===== config.mk =====
export PLATFORM = sky130hd
export DESIGN_NAME = bounded_deque_sorted_list_unit
export DESIGN_NICKNAME = d
export VERILOG_FILES = /design/src/sv/bdsl_pkg.sv /design/src/sv/bdsl_ctrl.sv /design/src/sv/bdsl_dp.sv /design/src/sv/bounded_deque_sorted_list_unit.sv
export SDC_FILE = /design/constraint.sdc
export NUM_CORES = 1
export LEC_CHECK = 0
export ABC_AREA = 1
export BUFFER_PORTS_ARGS = -buffer_cell sky130_fd_sc_hd__buf_4
export CAP_MARGIN = 0
export CORE_MARGIN = 2
export CORE_UTILIZATION = 45
export DETAILED_ROUTE_END_ITERATION = 10
export PLACE_DENSITY = 0.58
export SYNTH_ARGS = -nofsm -noshare
export SYNTH_HDL_FRONTEND = slang
export SYNTH_SLANG_ARGS = --single-unit

===== constraint.sdc =====
create_clock -name clk -period 7.3 [get_ports clk]
set_input_delay 0.73 -clock clk [delete_from_list [all_inputs] [get_ports clk]]
set_output_delay 0.73 -clock clk [all_outputs]
set_load 0.01 [all_outputs]

===== src/sv/bdsl_pkg.sv =====
`timescale 1ns / 1ps

package bdsl_pkg;

  // Storage geometry and field widths.
  localparam int DEPTH  = 16;
  localparam int VAL_W  = 32;
  localparam int REQ_W  = 4;
  localparam int STAT_W = 2;
  localparam int CNT_W  = $clog2(DEPTH + 1);
  localparam int IDX_W  = $clog2(DEPTH);

  // Request codes.
  localparam logic [REQ_W-1:0] REQ_PUSH_FRONT = 4'd0;
  localparam logic [REQ_W-1:0] REQ_PUSH_REAR  = 4'd1;
  localparam logic [REQ_W-1:0] REQ_POP_FRONT  = 4'd2;
  localparam logic [REQ_W-1:0] REQ_POP_REAR   = 4'd3;
  localparam logic [REQ_W-1:0] REQ_SEARCH     = 4'd4;
  localparam logic [REQ_W-1:0] REQ_DEL_FIRST  = 4'd5;
  localparam logic [REQ_W-1:0] REQ_DEL_ALL    = 4'd6;
  localparam logic [REQ_W-1:0] REQ_INS_ASC    = 4'd7;
  localparam logic [REQ_W-1:0] REQ_INS_DESC   = 4'd8;

  // Status codes.
  localparam logic [STAT_W-1:0] ST_OK        = 2'd0;
  localparam logic [STAT_W-1:0] ST_EMPTY     = 2'd1;
  localparam logic [STAT_W-1:0] ST_FULL      = 2'd2;
  localparam logic [STAT_W-1:0] ST_NOT_FOUND = 2'd3;

  typedef enum logic [1:0] {
    CS_IDLE,
    CS_SCAN,
    CS_TAIL
  } ctrl_state_t;

  typedef struct packed {
    logic start;
    logic scan;
    logic finish;
  } dp_cmd_t;

  typedef struct packed {
    logic scan_done;
  } dp_stat_t;

endpackage


===== src/sv/bdsl_ctrl.sv =====
`timescale 1ns / 1ps

module bdsl_ctrl (
  input  logic              clk,
  input  logic              rst_n,
  input  logic              in_valid,
  output logic              in_ready,
  output logic              out_valid,
  input  logic              out_ready,
  input  bdsl_pkg::dp_stat_t stat,
  output bdsl_pkg::dp_cmd_t  cmd
);
  import bdsl_pkg::*;

  ctrl_state_t state_r, state_nxt;
  logic        out_valid_r, out_valid_nxt;
  logic        out_free;

  assign out_free = !out_valid_r || out_ready;

  always_comb begin
    state_nxt = state_r;
    case (state_r)
      CS_IDLE: begin
        if (in_valid) state_nxt = CS_SCAN;
      end
      CS_SCAN: begin
        if (stat.scan_done) state_nxt = CS_TAIL;
      end
      CS_TAIL: begin
        if (out_free) state_nxt = CS_IDLE;
      end
      default: state_nxt = CS_IDLE;
    endcase
  end

  always_comb begin
    in_ready   = (state_r == CS_IDLE);
    cmd.start  = (state_r == CS_IDLE) && in_valid;
    cmd.scan   = (state_r == CS_SCAN);
    cmd.finish = (state_r == CS_TAIL) && out_free;
    if (cmd.finish) begin
      out_valid_nxt = 1'b1;
    end else if (out_ready) begin
      out_valid_nxt = 1'b0;
    end else begin
      out_valid_nxt = out_valid_r;
    end
  end

  assign out_valid = out_valid_r;

  always_ff @(posedge clk) begin
    if (!rst_n) begin
      state_r     <= CS_IDLE;
      out_valid_r <= 1'b0;
    end else begin
      state_r     <= state_nxt;
      out_valid_r <= out_valid_nxt;
    end
  end

endmodule


===== src/sv/bdsl_dp.sv =====
`timescale 1ns / 1ps

module bdsl_dp (
  input  logic                          clk,
  input  logic                          rst_n,
  input  logic [bdsl_pkg::REQ_W-1:0]    in_req_type,
  input  logic [bdsl_pkg::VAL_W-1:0]    in_operand_value,
  input  bdsl_pkg::dp_cmd_t             cmd,
  output bdsl_pkg::dp_stat_t            stat,
  output logic [bdsl_pkg::VAL_W-1:0]    out_popped_value,
  output logic                          out_found,
  output logic [bdsl_pkg::CNT_W-1:0]    out_match_position,
  output logic [bdsl_pkg::CNT_W-1:0]    out_removed_count,
  output logic [bdsl_pkg::CNT_W-1:0]    out_occupancy,
  output logic [bdsl_pkg::STAT_W-1:0]   out_status
);
  import bdsl_pkg::*;

  logic [VAL_W-1:0]  mem [DEPTH];
  logic [VAL_W-1:0]  rdata_r;

  logic [CNT_W-1:0]  cnt_r;
  logic              pv_r;
  logic [REQ_W-1:0]  op_r;
  logic [VAL_W-1:0]  val_r;
  logic              quick_r;
  logic [STAT_W-1:0] qstat_r;
  logic [CNT_W-1:0]  rd_idx_r;
  logic [IDX_W-1:0]  pk_r;
  logic [CNT_W-1:0]  w_r;
  logic              found_r;
  logic [IDX_W-1:0]  pos_r;
  logic [VAL_W-1:0]  popped_r;
  logic              ins_r;
  logic [VAL_W-1:0]  hold_r;

  logic              start_quick;
  logic [STAT_W-1:0] start_qstat;
  logic              rd_en;
  logic              ins_mode, srch_mode, pop_mode, del_mode;
  logic              is_match, first, is_last;
  logic              ins_cond, here, shifting, drop, new_match;
  logic              wr_en;
  logic [IDX_W-1:0]  wr_addr;
  logic [VAL_W-1:0]  wr_data;
  logic [CNT_W-1:0]  new_cnt;

  // Requests that finish without touching the store.
  always_comb begin
    start_quick = 1'b0;
    start_qstat = ST_OK;
    case (in_req_type)
      REQ_PUSH_FRONT, REQ_PUSH_REAR, REQ_INS_ASC, REQ_INS_DESC: begin
        start_quick = (cnt_r == CNT_W'(DEPTH));
        start_qstat = ST_FULL;
      end
      REQ_POP_FRONT, REQ_POP_REAR: begin
        start_quick = (cnt_r == '0);
        start_qstat = ST_EMPTY;
      end
      REQ_SEARCH, REQ_DEL_FIRST, REQ_DEL_ALL: begin
        start_quick = 1'b0;
        start_qstat = ST_OK;
      end
      default: begin
        start_quick = 1'b1;
        start_qstat = ST_OK;
      end
    endcase
  end

  assign rd_en          = cmd.scan && !quick_r && (rd_idx_r < cnt_r);
  assign stat.scan_done = quick_r || ((rd_idx_r == cnt_r) && !pv_r);

  always_comb begin
    ins_mode  = op_r inside {REQ_PUSH_FRONT, REQ_PUSH_REAR, REQ_INS_ASC, REQ_INS_DESC};
    srch_mode = op_r inside {REQ_SEARCH, REQ_DEL_FIRST, REQ_DEL_ALL};
    pop_mode  = op_r inside {REQ_POP_FRONT, REQ_POP_REAR};
    del_mode  = op_r inside {REQ_DEL_FIRST, REQ_DEL_ALL};
    is_match  = (rdata_r == val_r);
    first     = (pk_r == '0);
    is_last   = (CNT_W'(pk_r) == cnt_r - CNT_W'(1));

    case (op_r)
      REQ_PUSH_FRONT: ins_cond = first;
      REQ_INS_ASC:    ins_cond = first ? (val_r < rdata_r) : (rdata_r >= val_r);
      REQ_INS_DESC:   ins_cond = first ? (val_r > rdata_r) : (rdata_r <= val_r);
      default:        ins_cond = 1'b0;
    endcase
    here     = pv_r && ins_mode && !ins_r && ins_cond;
    shifting = pv_r && ins_mode && (ins_r || here);

    case (op_r)
      REQ_POP_FRONT: drop = first;
      REQ_POP_REAR:  drop = is_last;
      REQ_DEL_FIRST: drop = is_match && !found_r;
      REQ_DEL_ALL:   drop = is_match;
      default:       drop = 1'b0;
    endcase
    new_match = pv_r && srch_mode && is_match && !found_r;

    // One write port: stream writes while scanning, the tail write on finish.
    wr_en   = 1'b0;
    wr_addr = pk_r;
    wr_data = rdata_r;
    if (shifting) begin
      wr_en   = 1'b1;
      wr_addr = pk_r;
      wr_data = here ? val_r : hold_r;
    end else if (pv_r && !ins_mode && !drop) begin
      wr_en   = 1'b1;
      wr_addr = w_r[IDX_W-1:0];
      wr_data = rdata_r;
    end else if (cmd.finish && !quick_r && ins_mode) begin
      wr_en   = 1'b1;
      wr_addr = cnt_r[IDX_W-1:0];
      wr_data = ins_r ? hold_r : val_r;
    end

    if (quick_r) begin
      new_cnt = cnt_r;
    end else if (ins_mode) begin
      new_cnt = cnt_r + CNT_W'(1);
    end else begin
      new_cnt = w_r;
    end
  end

  always_ff @(posedge clk) begin
    if (rd_en) rdata_r <= mem[rd_idx_r[IDX_W-1:0]];
    if (wr_en) mem[wr_addr] <= wr_data;
  end

  always_ff @(posedge clk) begin
    if (!rst_n) begin
      cnt_r <= '0;
      pv_r  <= 1'b0;
    end else begin
      pv_r <= rd_en;
      if (cmd.finish) cnt_r <= new_cnt;
    end
  end

  always_ff @(posedge clk) begin
    if (cmd.start) begin
      op_r     <= in_req_type;
      val_r    <= in_operand_value;
      quick_r  <= start_quick;
      qstat_r  <= start_qstat;
      rd_idx_r <= '0;
      w_r      <= '0;
      found_r  <= 1'b0;
      pos_r    <= '0;
      popped_r <= '0;
      ins_r    <= 1'b0;
    end else begin
      if (rd_en) begin
        rd_idx_r <= rd_idx_r + CNT_W'(1);
        pk_r     <= rd_idx_r[IDX_W-1:0];
      end
      if (pv_r && !ins_mode && !drop) w_r <= w_r + CNT_W'(1);
      if (shifting) begin
        hold_r <= rdata_r;
        ins_r  <= 1'b1;
      end
      if (new_match) begin
        found_r <= 1'b1;
        pos_r   <= pk_r;
      end
      if (pv_r && pop_mode && drop) popped_r <= rdata_r;
    end

    if (cmd.finish) begin
      out_popped_value <= popped_r;
      out_found        <= found_r;
      out_occupancy    <= new_cnt;
      if (quick_r) begin
        out_status         <= qstat_r;
        out_match_position <= '0;
        out_removed_count  <= '0;
      end else if (srch_mode) begin
        out_status         <= found_r ? ST_OK : ST_NOT_FOUND;
        out_match_position <= found_r ? CNT_W'(pos_r) : cnt_r;
        out_removed_count  <= del_mode ? (cnt_r - w_r) : '0;
      end else begin
        out_status         <= ST_OK;
        out_match_position <= '0;
        out_removed_count  <= '0;
      end
    end
  end

endmodule


===== src/sv/bounded_deque_sorted_list_unit.sv =====
`timescale 1ns / 1ps

// Channel   Direction  Handshake               Payload
// in_       input      in_valid / in_ready     in_req_type, in_operand_value
// out_      output     out_valid / out_ready   out_popped_value, out_found,
//                                              out_match_position, out_removed_count,
//                                              out_occupancy, out_status
//
// One item is worked at a time. A request that touches the store makes a single-pass
// walk over the held entries through the store's one registered read port; a request
// rejected at once (full, empty or unused code) skips the walk.
// Reset (rst_n low, synchronous) empties the list; the store contents are not cleared.
// A result that is not taken stalls only the final write-back step of the next item.

module bounded_deque_sorted_list_unit (
  input  logic                          clk,
  input  logic                          rst_n,
  input  logic                          in_valid,
  output logic                          in_ready,
  input  logic [bdsl_pkg::REQ_W-1:0]    in_req_type,
  input  logic [bdsl_pkg::VAL_W-1:0]    in_operand_value,
  output logic                          out_valid,
  input  logic                          out_ready,
  output logic [bdsl_pkg::VAL_W-1:0]    out_popped_value,
  output logic                          out_found,
  output logic [bdsl_pkg::CNT_W-1:0]    out_match_position,
  output logic [bdsl_pkg::CNT_W-1:0]    out_removed_count,
  output logic [bdsl_pkg::CNT_W-1:0]    out_occupancy,
  output logic [bdsl_pkg::STAT_W-1:0]   out_status
);
  import bdsl_pkg::*;

  // The controller steps through accept, scan and tail. The datapath owns the store
  // and carries out each request that reaches the store as one forward pass over the
  // held entries: removals compact the list behind a write pointer, while insertions
  // ripple entries from the insertion point one place rearward via a holding register.
  dp_cmd_t  cmd;
  dp_stat_t stat;

  bdsl_ctrl u_ctrl (
    .clk       (clk),
    .rst_n     (rst_n),
    .in_valid  (in_valid),
    .in_ready  (in_ready),
    .out_valid (out_valid),
    .out_ready (out_ready),
    .stat      (stat),
    .cmd       (cmd)
  );

  // The result registers live in the datapath and are loaded only when the
  // previous item has been taken, so a result holds steady while stalled.
  bdsl_dp u_dp (
    .clk                (clk),
    .rst_n              (rst_n),
    .in_req_type        (in_req_type),
    .in_operand_value   (in_operand_value),
    .cmd                (cmd),
    .stat               (stat),
    .out_popped_value   (out_popped_value),
    .out_found          (out_found),
    .out_match_position (out_match_position),
    .out_removed_count  (out_removed_count),
    .out_occupancy      (out_occupancy),
    .out_status         (out_status)
  );

endmodule


==> flow_summary.yaml <==
critical_path:
  cp-end-kind: "register"
  path_delay_family: "simple AND/OR/NAND/NOR gates"
  slowest_delay_ns: 1.00
  required_ns: 7.52
  start_kind: "register"
  critPathSlowestCell: "nor2_4"
  cp_max_fo: 34
  cp_common_cell: "nand2_1"
  worstSetupPathType: "reg2reg"
  critPathBufInv: 1
  crit_path_cell_trace: "ha_1, nand2_1, nor2_1, nand2_1, nor2_1, nand2_1, nand2_1, nand2_1, nand2_1, nand2_1, nand2_2, nand2_4, inv_2, nand2_1, nand2_1, nand2_1, nor2_4"
  arrival_ns: 4.90
place:
  place_congestion: 0.867
  dp_hpwl_mm: 43.1
  portBuffers: 91
  pre_cts_slack_ns: 2.63
sta:
  relSlewSlack_pct: 11.4
  rsz0062_at_grt: "no"
  final.period_utilization_pct: 64.1
  report.final.slew_viol_count: 0
  fin_skew_ns: 0.0219
  hold_violations: 0
  worst_slew_pin_slew_ns: 1.32
  setup_slack_ns: 2.62
  setup-tns-final_ns: 0
  layout_min_cycle_time_ns: 4.68
  setup_violations: 0
  fmax_mhz: 214
die:
  die_h_um: 261
  die_area_um2: 68000
  fp.coreArea_um2: 65500
  rows: 94
  dieWidth_um: 261
  pin_count: 92
  start_util_pct: 45.3
clocking:
  clk_pin_slew_ns: 0.06
  cts_buffers: 74
  htreeDepth: 3
  clk_latency_ns: 0.61
  cts_sinks: 726
  post-cts-setup-buffer-count: 0
  cts_buffer_depth: 3
  cts.repair.resized: 0
  cts_tree: "built"
  cts_hold_buf: 0
  clockRootBuffer: "clkbuf_16"
synthesis:
  synth.distinct_cells: 45
  seq_area_frac_synth_pct: 71.5
  synthesis.nets: 2424
  yosys.area.top_type: "edfxtp_1"
  synth_area_leaders: "edfxtp_1 (68%), nor2_1 (4.5%), dfxtp_1 (3.8%)"
  syn_avg_cell_area_um2: 12.7
  synth_area_um2: 29700
  postSynthCellCount: 2337
  yosys_warnings: 0
  ys_ff_latch: 726
  synth_top_area_share_pct: 67.7
detailed_routing:
  drc: 0
  ant_nets: 0
  via_per_inst: 5.65
  drt-wirelength-per-cell_um: 22.2
  first_pass_iters: 8
  drt_iter0_markers: 2131
  routed_wl_mm: 74.3
  routed-via-count: 18900
power_and_ir_drop:
  p_sw_uw: 1850
  p_int_uw: 6900
  pwr-share-clk_pct: 43.0
  peakVddDrop_mv: 0.169
  p_seq_share_pct: 52.5
  leakage_uw: 0.0115
  power_switching_share_pct: 21.1
  comb_power_share_pct: 4.6
  powerDensity_nw_per_um2: 258
global_routing:
  globalRoute.totalOverflow: 0
  grt_pass1_vias: 18400
  grt_antenna_before_repair: 3
  grt.total_usage_pct: 21.9
  grt_max_degree: 110
  grt_pass1_wl_mm: 112
final_layout:
  finalNetCount: 2513
  diodes: 0
  n_fill_cell: 5447
  drive_above_1_share_pct: 11.8
  areaGrowthSynthToFinish_pct: 14.1
job:
  maxCapViolations: 0
hold_path:
  hold_path_class: "in2reg"
status:
  outcome: "finished clean"
[power by group through the flow]
stage	clock network (uW)	registers, uW	logic, uW
final	3760	4590	400
after global routing	3980	4590	444
after CTS	3820	4590	402
after detailed placement	0	4680	400
after global placement	0	4680	396
after floorplan	0	4670	250
[cell usage after synthesis, drive strengths merged]
library cell / n
o221ai: 52
clkbuf: 104
a211oi: 2
nand3: 69
edfxtp: 669
nor2: 358
o21bai: 1
buf: 28
clkinv: 3
a31oi: 3
nand2: 273
nand3b: 1
a221oi: 1
o31ai: 1
nor3: 6
ha: 46
o21ai: 228
o32ai: 76
a21oi: 76
a22oi: 1
nand4: 3
xor2: 7
mux2i: 52
inv: 129
o211ai: 79
o21a: 3
nor4: 2
dfxtp: 57
xnor2: 3
a311oi: 1
a21o: 2
fa: 1
[per-layer routing]
metal | wire length [um] | GRT usage, %
met5 | 12 | 0
met4 | 1400 | 6.17
met3 | 5330 | 3.97
met2 | 35100 | 35.2
met1 | 32500 | 30.7
[cell type report]
class	instances	area [um^2]	area share, %
clock buffer	98	2000	5.92
clock inverter	37	385	1.14
inverter	132	500	1.48
multi-input combinational	1347	7560	22.3
sequential	726	21200	62.7
tap	864	1080	3.19
timing repair buffer	145	1090	3.21
[layout by cell type, fill, tap and decap left out, drive strengths merged, types with 6 or more instances in the layout]
master	count
nand3	69
edfxtp	669
nand2	273
o32ai	76
ha	46
o211ai	79
clkbuf	98
o21ai	228
nor3	6
bufinv	8
inv	131
dfxtp	57
a21oi	76
nor2	358
xor2	7
buf	145
clkinv	29
o221ai	52
mux2i	52
[metrics by stage]
step | cell area (um^2) | utilization (%) | total power [uW] | instances | hold WS [ns]
4_1_cts | 33900 | 51.7 | 8810 | 3349 | 0.271
5_1_grt | 33900 | 51.7 | 9020 | 3349 | 0.280
3_5_place_dp | 31500 | 48.0 | 5080 | 3214 | 0.410
2_1_floorplan | 29700 | - | 4920 | 2337 | 0.403
6_report | 33900 | 51.7 | 8750 | 3349 | 0.296
3_3_place_gp | 31500 | 48.0 | 5070 | 3214 | 0.411
[path summary, 6_finish.rpt]
kind	from	cells after the start	slack, ns	to
max	u_dp.val_r[31]	17	2.62	u_dp.mem[11][25]
min	in_operand_value[26]	1	0.30	u_dp.val_r[26]
max reg2reg	u_dp.val_r[31]	17	2.62	u_dp.mem[11][25]
min reg2reg	u_dp.popped_r[8]	0	0.42	u_dp.out_popped_value[8]
[registers in the layout (all words and copies together), names as in the netlist, 32 cells and up]
register,cells
u_dp.hold_r,32
u_dp.mem,512
u_dp.out_popped_value,32
u_dp.popped_r,32
u_dp.rdata_r,32
u_dp.val_r,32
[worst reg2reg max path, stage by stage, from the launching register on]
cell and delay, ns:
edfxtp_1 0.43, ha_1 0.32, nand2_1 0.08, nor2_1 0.17, nand2_1 0.12, nor2_1 0.28
nand2_1 0.17, nand2_1 0.10, nand2_1 0.05, nand2_1 0.05, nand2_1 0.06, nand2_2 0.17
nand2_4 0.14, inv_2 0.65, nand2_1 0.12, nand2_1 0.12, nand2_1 0.25, nor2_4 1.00
[cell families after synthesis]
family | share of synthesized area [%]
flip-flops | 71.5
AND/OR/NAND/NOR | 9.56
AO/OA/AOI/OAI | 11.4
buffers and inverters | 3.47
adder cells (fa/ha/maj) | 2.01
XOR/XNOR | 0.295
multiplexers | 1.75
(Power assumes the default switching activity.)
